### src/dwtq_pkg.sv
`timescale 1ns / 1ps
package dwtq_pkg;

    localparam int SLOT_COUNT  = 16;
    localparam int QUEUE_DEPTH = 16;
    localparam int SLOT_W      = 4;
    localparam int QW          = $clog2(QUEUE_DEPTH);
    localparam int CW          = QW + 1;

    localparam logic [23:0] IDLE_WAKE = 24'd10000000;
    localparam logic [47:0] TOTAL_MAX = 48'hFFFF_FFFF_FFFF;
    localparam logic [31:0] COUNT_MAX = 32'hFFFF_FFFF;

    localparam logic [1:0] K_CREATE   = 2'd0;
    localparam logic [1:0] K_DESTROY  = 2'd1;
    localparam logic [1:0] K_SCHEDULE = 2'd2;
    localparam logic [1:0] K_SCAN     = 2'd3;

    localparam logic [2:0] R_CREATED   = 3'd0;
    localparam logic [2:0] R_DESTROYED = 3'd1;
    localparam logic [2:0] R_SCHEDULED = 3'd2;
    localparam logic [2:0] R_FIRED     = 3'd3;
    localparam logic [2:0] R_SCAN_DONE = 3'd4;

    typedef struct packed {
        logic [31:0] min_iv;
        logic [31:0] max_iv;
        logic [47:0] total;
        logic [31:0] count;
    } t_stats;

    typedef struct packed {
        logic [2:0]        kind;
        logic              ok;
        logic [SLOT_W-1:0] slot;
        logic [31:0]       iv;
        t_stats            st;
        logic [23:0]       wake;
        logic              last;
    } t_result;

endpackage

### src/dwtq_stats.sv
`timescale 1ns / 1ps
// Interval statistics update for one fire: min, max, saturating total and count.
module dwtq_stats (
    input  dwtq_pkg::t_stats i_cur,
    input  logic [31:0]      i_iv,
    output dwtq_pkg::t_stats o_new
);
    logic [48:0] sum;

    assign sum = {1'b0, i_cur.total} + {17'b0, i_iv};

    always_comb begin
        o_new.min_iv = (i_iv < i_cur.min_iv) ? i_iv : i_cur.min_iv;
        o_new.max_iv = (i_iv > i_cur.max_iv) ? i_iv : i_cur.max_iv;
        o_new.total  = sum[48] ? dwtq_pkg::TOTAL_MAX : sum[47:0];
        o_new.count  = (i_cur.count == dwtq_pkg::COUNT_MAX) ? i_cur.count
                                                            : i_cur.count + 32'd1;
    end
endmodule

### config.mk
export PLATFORM = sky130hd
export DESIGN_NAME = dwtq_stats
export DESIGN_NICKNAME = d
export VERILOG_FILES = /design/src/dwtq_pkg.sv /design/src/dwtq_stats.sv
export SDC_FILE = /design/constraint.sdc
export NUM_CORES = 1
export LEC_CHECK = 0
export BUFFER_PORTS_ARGS = -buffer_cell sky130_fd_sc_hd__buf_2
export CAP_MARGIN = 30
export CORE_MARGIN = 2
export CORE_UTILIZATION = 30
export DETAILED_ROUTE_END_ITERATION = 7
export SLEW_MARGIN = 25
export SYNTH_ARGS = -nofsm -noshare
export SYNTH_HDL_FRONTEND = slang
export SYNTH_SLANG_ARGS = --single-unit
export TNS_END_PERCENT = 20
### constraint.sdc
create_clock -name vclk -period 2.8
set_input_delay 0 -clock vclk [all_inputs]
set_output_delay 0 -clock vclk [all_outputs]
set_load 0.005 [all_outputs]
==> results of run 1 <==
layer usage:
metal,GRT usage (%),part of all wire [%],up-vias
met5,0,0,-
met4,2.176,1.2,0
met3,2.060,6.6,12
met2,37.23,50,237
met1,23.04,42,2898
li1,-,-,3282
logic make-up after synthesis:
family	share of synthesized area, %
buf+inv	7.280
fa+ha+maj	22.92
compound gates	22.73
xor+xnor	9.347
simple gates	21.04
mux	16.67
repair_timing:
action                                  4_1_cts  5_1_grt
gates resized for setup                       1        0
pin swaps                                     0        2
endpoints found under the setup margin       28       14
setup buffers                                 0        1
stage by stage:
stage | total power (uW) | utilization, % | hold slack (ns)
6_report | 1540 | 42.19 | 0.2698
3_5_place_dp | 1537 | 42.12 | 0.2667
4_1_cts | 1547 | 42.15 | 0.2672
3_3_place_gp | 1532 | 42.12 | 0.2653
2_1_floorplan | 878.6 | - | 0.05098
5_1_grt | 1707 | 42.19 | 0.2877
path summary, 6_finish.rpt:
| check | startpoint | to | slack, ns | cells past startpoint |
|---|---|---|---|---|
| min | i_cur[22] | o_new[22] | 0.27 | 3 |
| max | i_iv[0] | o_new[60] | 0.15 | 12 |
where the power goes:
part           internal [uW]  switching, uW
Sequential                 0              0
Combinational            762            779
Clock                      0              0
cells in the final DEF (no fill, tap or decap), drive strengths merged, types with 9 or more instances in the layout:
cell type	count
mux2	68
inv	73
o21ai	42
nand2	76
and2	9
xnor2	34
a21o	28
nor2	26
nand3	19
ha	96
xor2	22
o21a	10
and3	15
a31oi	11
buf	343
nand4	31
a21oi	73
and4	9
cell type report:
| cell class | instances | area (um2) |
|---|---|---|
| multi-input combinational | 629 | 4956 |
| fill | 1830 | 10030 |
| inverter | 73 | 274.0 |
| timing repair buffer | 343 | 1812 |
| tap | 225 | 281.5 |
==> impl_results.md, run 1 <==
* Status: complete, no violations
* Post-route ant nets at 0
* Maximum VDD drop at 0.09004 mV
* Crit path DAT at 2.65 ns
* DP Worst Slack at -0.1334 ns
* Leak Pwr at 0.004040 uW
* Top delay family on crit path: compound AO/OA/AOI/OAI gates
* Synth Net Count at 995
* Dominant cell type by area after synthesis: ha_1
* Final Net Count at 1,320
* Fin crit share at 94.73%
* Iter 0 DRT Violations at 157
* Unique cell type count in the Yosys netlist at 51
* PnR worst setup slack at 0.1476 ns
* Die X at 137.3 um
* Via count at 6,429
* Largest net degree at the start of global routing at 22
* Pre-Repair DR Iteration Count at 5
* I/O Buffers at 320
* Total Routed Length at 19,730 um
* Total GRT Usage at 19.16%
* Final min period at 2.652 ns
* N_diodes at 0
* Via density at 5.062
* HPWL after DPL at 17,810 um
* CP dominant cell by count: a21oi_1
* Seq/Total Area, Yosys at 0%
* Layout cells sized above 1 at 40.57%
* CP required at 2.80 ns
* Reg area at 0 um2
* Synth top area share at 22.55%
* Slew at the pin with the worst max-slew slack at 0.5450 ns
* Final slew viol count at 0
* FMAX at 377.0 MHz
* Row Count at 48
* Clkbuf count at 0
* Hold Crit Class: input pin to output pin
* Hold_buf cts at 0
* Final cell count without fillers at 1,270
* Crit path buf inv count at 2
* Mapped Avg Cell Area at 7.379 um2
* Hold violation total from the final report at 0
* Area growth, synth to finish at 37.46%
* Slew headroom at 62.73%
* Worst-path cell chain: buf_2 -> ha_1 -> fa_1 -> a21oi_1 -> o211ai_1 -> a211oi_2 -> o31ai_1 -> a21oi_1 -> o21ai_1 -> a21oi_1 -> mux2_2 -> buf_2
* Slowest cell delay on critical path at 0.40 ns
* Routability cong. at 0.8846
* # DRC at 0
* Cells after DPL at 1,269
* Post-synth top cells: ha_1 (96), nand2_1 (76), a21oi_1 (73), inv_1 (73), mux2_2 (38)
* PD cells at 210.3 nW/um2
* Post-DP Area at 7311 um2
* Antenna violations before repair at 0
* Syn. warnings at 0
* Die Y at 137.3 um
* RSZ-0062 raised after global routing: yes
* Top Ports at 320
* Final instance area at 7323 um2
* Routed len/inst at 15.53 um
* Synth area leaders: ha_1 (23%), mux2_4 (8.5%), mux2_2 (8.0%)
* Vias in the first global route at 5,941
* Mapped cell area at 5328 um2
* Max-cap violations at 0
* Startpoint types: input pin
* CORE AREA at 17,360 um2
* Crit Path Class: input pin to output pin
* Synth Instances at 722
* Element type at the critical path end: output pin
* Initial core utilization at 30.69%
* FFs & Latches at 0
* Final setup violating endpoints at 0
* First-pass GRT wire length at 29,050 um
* CP Max Fanout at 5
* Grt ovf at 0
* Slowest-stage cell, CP: fa_1
* Cell with the most instances after synthesis: ha_1
* Die ar. at 18,840 um2
* Setup_tns at 0 ns
Note: power is estimated with default switching activity, not from simulation.
==> run 2: changes to the inputs <==
Settings changed: MAX_ROUTING_LAYER set to met4.
==> run 2 against run 1 <==
Global-route usage increased by 0.54 points. Highest routed layer unchanged. Worst hold slack about the same. Die area unchanged. Cell area unchanged. Largest power group unchanged. Routed wire length about the same.
==> impl_results.md, run 2 (same netlist as run 1, synthesis figures left out) <==
* Initial core utilization at 30.69% (unchanged)
* Die ar. at 18,840 um2 (unchanged)
* Pre-Repair DR Iteration Count at 5 (unchanged)
* FFs & Latches at 0 (unchanged)
* Routability cong. at 0.8994 (+1.7%)
* Grt peak-use layer: met2
* Final setup violating endpoints at 0 (unchanged)
* Status: complete, no violations
* PD cells at 210.3 nW/um2 (about the same)
* Iter 0 DRT Violations at 141 (-10%)
* # DRC at 0 (unchanged)
* Layout cells sized above 1 at 40.57% (unchanged)
* Final Net Count at 1,320 (unchanged)
* Element type at the critical path end: output pin
* Via count at 6,421 (-0.12%)
* Top Ports at 320 (unchanged)
* Row Count at 48 (unchanged)
* Total GRT Usage at 19.70% (+0.54 points)
* Fin crit share at 94.73% (about the same)
* CP Max Fanout at 5 (unchanged)
* Commonest non-fill, non-tap cell in the layout: buf_2
* FMAX at 377.0 MHz (about the same)
* Most frequent cells in the layout: buf_2 (320), ha_1 (96), nand2_1 (76)
* Crit path DAT at 2.65 ns (about the same)
* Via density at 5.056 (-0.12%)
* N_diodes at 0 (unchanged)
* Routed len/inst at 15.52 um (about the same)
* Final slew viol count at 0 (unchanged)
* Hold WS at 0.2697 ns (-0.0001660 ns)
* Leak Pwr at 0.004040 uW (unchanged)
* Filler cells at 1,830 (unchanged)
* Maximum VDD drop at 0.09048 mV (+0.49%)
* Final min period at 2.653 ns (+0.00007100 ns)
* Routing usage on met1 at 23.18% (+0.13 points)
* Die X at 137.3 um (unchanged)
* Vias in the first global route at 5,944 (+0.050%)
* Grt ovf at 0 (unchanged)
* Hold violation total from the final report at 0 (unchanged)
* I/O Buffers at 320 (unchanged)
* CP required at 2.80 ns (about the same)
* Reg area at 0 um2 (unchanged)
* Slew at the pin with the worst max-slew slack at 0.5454 ns (+0.0004258 ns)
* Total Routed Length at 19,720 um (about the same)
* Hold Crit Class: input pin to output pin
* Clkbuf count at 0 (unchanged)
* Startpoint types: input pin
* Antenna violations before repair at 0 (unchanged)
* Post-route ant nets at 0 (unchanged)
* Max-cap violations at 0 (unchanged)
* First-pass GRT wire length at 29,040 um (about the same)
* Setup_tns at 0 ns (unchanged)
* Largest net degree at the start of global routing at 22 (unchanged)
* Met3 usage at 1.766% (-0.29 points)
* Area growth, synth to finish at 37.46% (unchanged)
* Die Y at 137.3 um (unchanged)
* M2 GR Usage at 37.26% (about the same)
* CORE AREA at 17,360 um2 (unchanged)
* Crit Path Class: input pin to output pin
* HPWL after DPL at 17,810 um (unchanged)
* Slew headroom at 62.70% (about the same)
* RSZ-0062 raised after global routing: yes
* Worst hold stages at 3 (unchanged)
-- run 2: worst paths after layout --
kind	end	start	slack (ns)
min	o_new[22]	i_cur[22]	0.27
max	o_new[60]	i_iv[0]	0.15
-- run 2: worst max-delay path, stage by stage --
cell and delay (ns):
buf_2 0.13, ha_1 0.21, fa_1 0.40, a21oi_1 0.25, o211ai_1 0.18, a211oi_2 0.28
o31ai_1 0.15, a21oi_1 0.25, o21ai_1 0.13, a21oi_1 0.17, mux2_2 0.36, buf_2 0.13
-- run 2: report_power, final --
part           total (uW)  leakage (uW)  switching (uW)  internal, uW
Combinational        1540       0.00404             778           762
Sequential              0             0               0             0
Clock                   0             0               0             0
-- run 2: per-layer routing --
layer,vias up,share of wire (%)
li1,3277,-
met1,2896,42
met2,238,50
met3,10,6.3
met4,0,1.1
met5,-,0
-- run 2: per-stage QoR --
stage	setup WS [ns]	instances	power [uW]	instance area (um2)	utilization (%)
3_3_place_gp	-0.06089	1269	1532	7311	42.12
4_1_cts	0.02943	1269	1547	7316	42.15
2_1_floorplan	0.5442	722	878.6	5328	-
3_5_place_dp	-0.1334	1269	1537	7311	42.12
6_report	0.1475	1270	1540	7323	42.19
5_1_grt	-0.01007	1270	1707	7323	42.19
-- run 2: cell type report --
cell class | instances | area [um2] | share of cell area [%]
inverters | 73 | 274.0 | 3.742
multi-input cells | 629 | 4956 | 67.67
well taps | 225 | 281.5 | 3.844
repair buffers | 343 | 1812 | 24.74
-- run 2: repair_timing --
action	CTS	global route
hold buffers	0	0
gates resized for setup	1	0
buffers inserted	0	1
pin swaps	0	2
setup endpoints to repair	28	14
cloned	0	0
==> run 3: changes to the inputs <==
Settings changed: SETUP_SLACK_MARGIN set to 0.3.
==> run 3 against run 2 <==
Global-route usage about the same. Highest routed layer unchanged. Worst hold slack got worse by 0.0017 ns. Cell count hardly changed. First-iteration DRC count is 7.8% higher. Non-clock buffer count grew 1. Die area unchanged. Fmax grew 9.7%. Sequential share of layout area is the same. Clock-buffer cell count stayed put. Flip-flop and latch count did not move. Via count increased by 0.12%. Power increased by 1.9%.
==> impl_results.md, run 3 (same netlist as run 1, synthesis figures left out) <==
* Die Y at 137.3 um (unchanged)
* Pre-Repair DR Iteration Count at 6 (+1)
* Total GRT Usage at 19.72% (+0.024 points)
* Hold Crit Class: input pin to output pin
* CORE AREA at 17,360 um2 (unchanged)
* Post-route ant nets at 0 (unchanged)
* Final min period at 2.418 ns (-0.2340 ns)
* Via count at 6,429 (+0.12%)
* DP Worst Slack at -0.1334 ns (unchanged)
* Hold WS at 0.2679 ns (-0.001749 ns)
* CP Max Fanout at 17 (+12)
* Crit Path Class: input pin to output pin
* Die X at 137.3 um (unchanged)
* N_diodes at 0 (unchanged)
* Commonest non-fill, non-tap cell in the layout: buf_2
* Startpoint types: input pin
* I/O Buffers at 320 (unchanged)
* Layout cells sized above 1 at 42.16% (+1.6 points)
* Leak Pwr at 0.004067 uW (+0.67%)
* Final setup violating endpoints at 0 (unchanged)
* Initial core utilization at 30.69% (unchanged)
* Antenna violations before repair at 0 (unchanged)
* Reg area at 0 um2 (unchanged)
* Clkbuf count at 0 (unchanged)
* Max-cap violations at 0 (unchanged)
* Final Util at 42.89% (+0.70 points)
* Total Routed Length at 19,840 um (+0.65%)
* Die ar. at 18,840 um2 (unchanged)
* PD cells at 210.9 nW/um2 (+0.27%)
* Status: complete, no violations
* Maximum VDD drop at 0.09038 mV (-0.10%)
* Final slew viol count at 0 (unchanged)
* Vias in the first global route at 5,958 (+0.24%)
* # DRC at 0 (unchanged)
* Via density at 5.058 (about the same)
* HP Start: i_cur[22]
* Post-DP Area at 7311 um2 (unchanged)
* Final Net Count at 1,321 (+0.076%)
* RSZ-0062 raised after global routing: yes
* Routed len/inst at 15.61 um (+0.57%)
* Most frequent cells in the layout: buf_2 (317), ha_1 (95), nand2_1 (75)
* Crit path DAT at 2.42 ns (-0.23 ns)
* Slew at the pin with the worst max-slew slack at 0.5249 ns (-0.02051 ns)
* Slew headroom at 64.68% (+2.0 points)
* Hold violation total from the final report at 0 (unchanged)
* Fin crit share at 86.37% (-8.4 points)
* Grt ovf at 0 (unchanged)
* FMAX at 413.5 MHz (+9.7%)
* First-pass GRT wire length at 29,080 um (+0.17%)
* Largest net degree at the start of global routing at 22 (unchanged)
* Top Ports at 320 (unchanged)
* Routability cong. at 0.8994 (unchanged)
* Final instance area at 7445 um2 (+1.7%)
* HPWL after DPL at 17,810 um (unchanged)
* FFs & Latches at 0 (unchanged)
* CP required at 2.80 ns (about the same)
* Hold EP: o_new[22]
* PnR worst setup slack at 0.3815 ns (+0.2340 ns)
* Row Count at 48 (unchanged)
* Element type at the critical path end: output pin
* Worst hold stages at 3 (unchanged)
* Area growth, synth to finish at 39.74%
* Iter 0 DRT Violations at 152 (+7.8%)
==> run 3: changes by cell type in the layout (fill, tap and decap cells not counted), sizes merged <==
| cell | delta |
|---|---|
| buf | +1 |
==> run 3: metal layers <==
metal	global-route usage, %	share of wire [%]	vias up
met5	-	0	-
met4	2.176	1.1	0
met3	1.766	6.5	12
met2	37.29	50	236
met1	23.22	42	2901
li1	-	-	3280
==> run 3: what timing repair did <==
action / CTS / global route
hold buffers: 0 / 0
gates resized for setup: 3 / 25
gates cloned: 0 / 0
setup buffers: 2 / 0
setup endpoints to repair: 92 / 112
pin swaps: 3 / 13
hold endpoints to repair: 0 / 0
==> run 3: critical path: stages <==
cell and delay [ns]:
buf_2 0.15, ha_1 0.30, nand2_1 0.08, nor4_2 0.33, nand4_1 0.16, or3_1 0.44
o221ai_4 0.25, buf_12 0.22, mux2_2 0.34, buf_2 0.13
==> run 3: final cells by class <==
cell class                 instances  area [um2]
multi-input combinational        629        5047
tap                              225       281.5
timing repair buffer             344        1842
fill                            1824        9912
inverter                          73       274.0
==> run 3: how the worst max path moves through the flow <==
stage                         start    endpoint  slack (ns)  cells after the start
after floorplan           i_cur[32]   o_new[60]        0.54                     10
after global placement      i_iv[0]   o_new[60]       -0.06                     12
after detailed placement    i_iv[0]   o_new[60]       -0.13                     12
after CTS                   i_iv[0]   o_new[60]        0.25                     13
after global routing       i_iv[31]  o_new[102]        0.23                     12
final                      i_iv[26]  o_new[143]        0.38                     10
==> run 3: metrics by stage <==
stage               instances  power, uW   TNS, ns
detailed placement       1269       1537   -0.5055
global placement         1269       1532  -0.06089
finish                   1271       1570         0
global route             1271       1737         0
CTS                      1271       1554         0
floorplan                 722      878.6         0
==> run 3: where the power goes <==
group / internal (uW) / switching [uW] / total, uW
clock: 0 / 0 / 0
sequential: 0 / 0 / 0
combinational: 776 / 794 / 1570
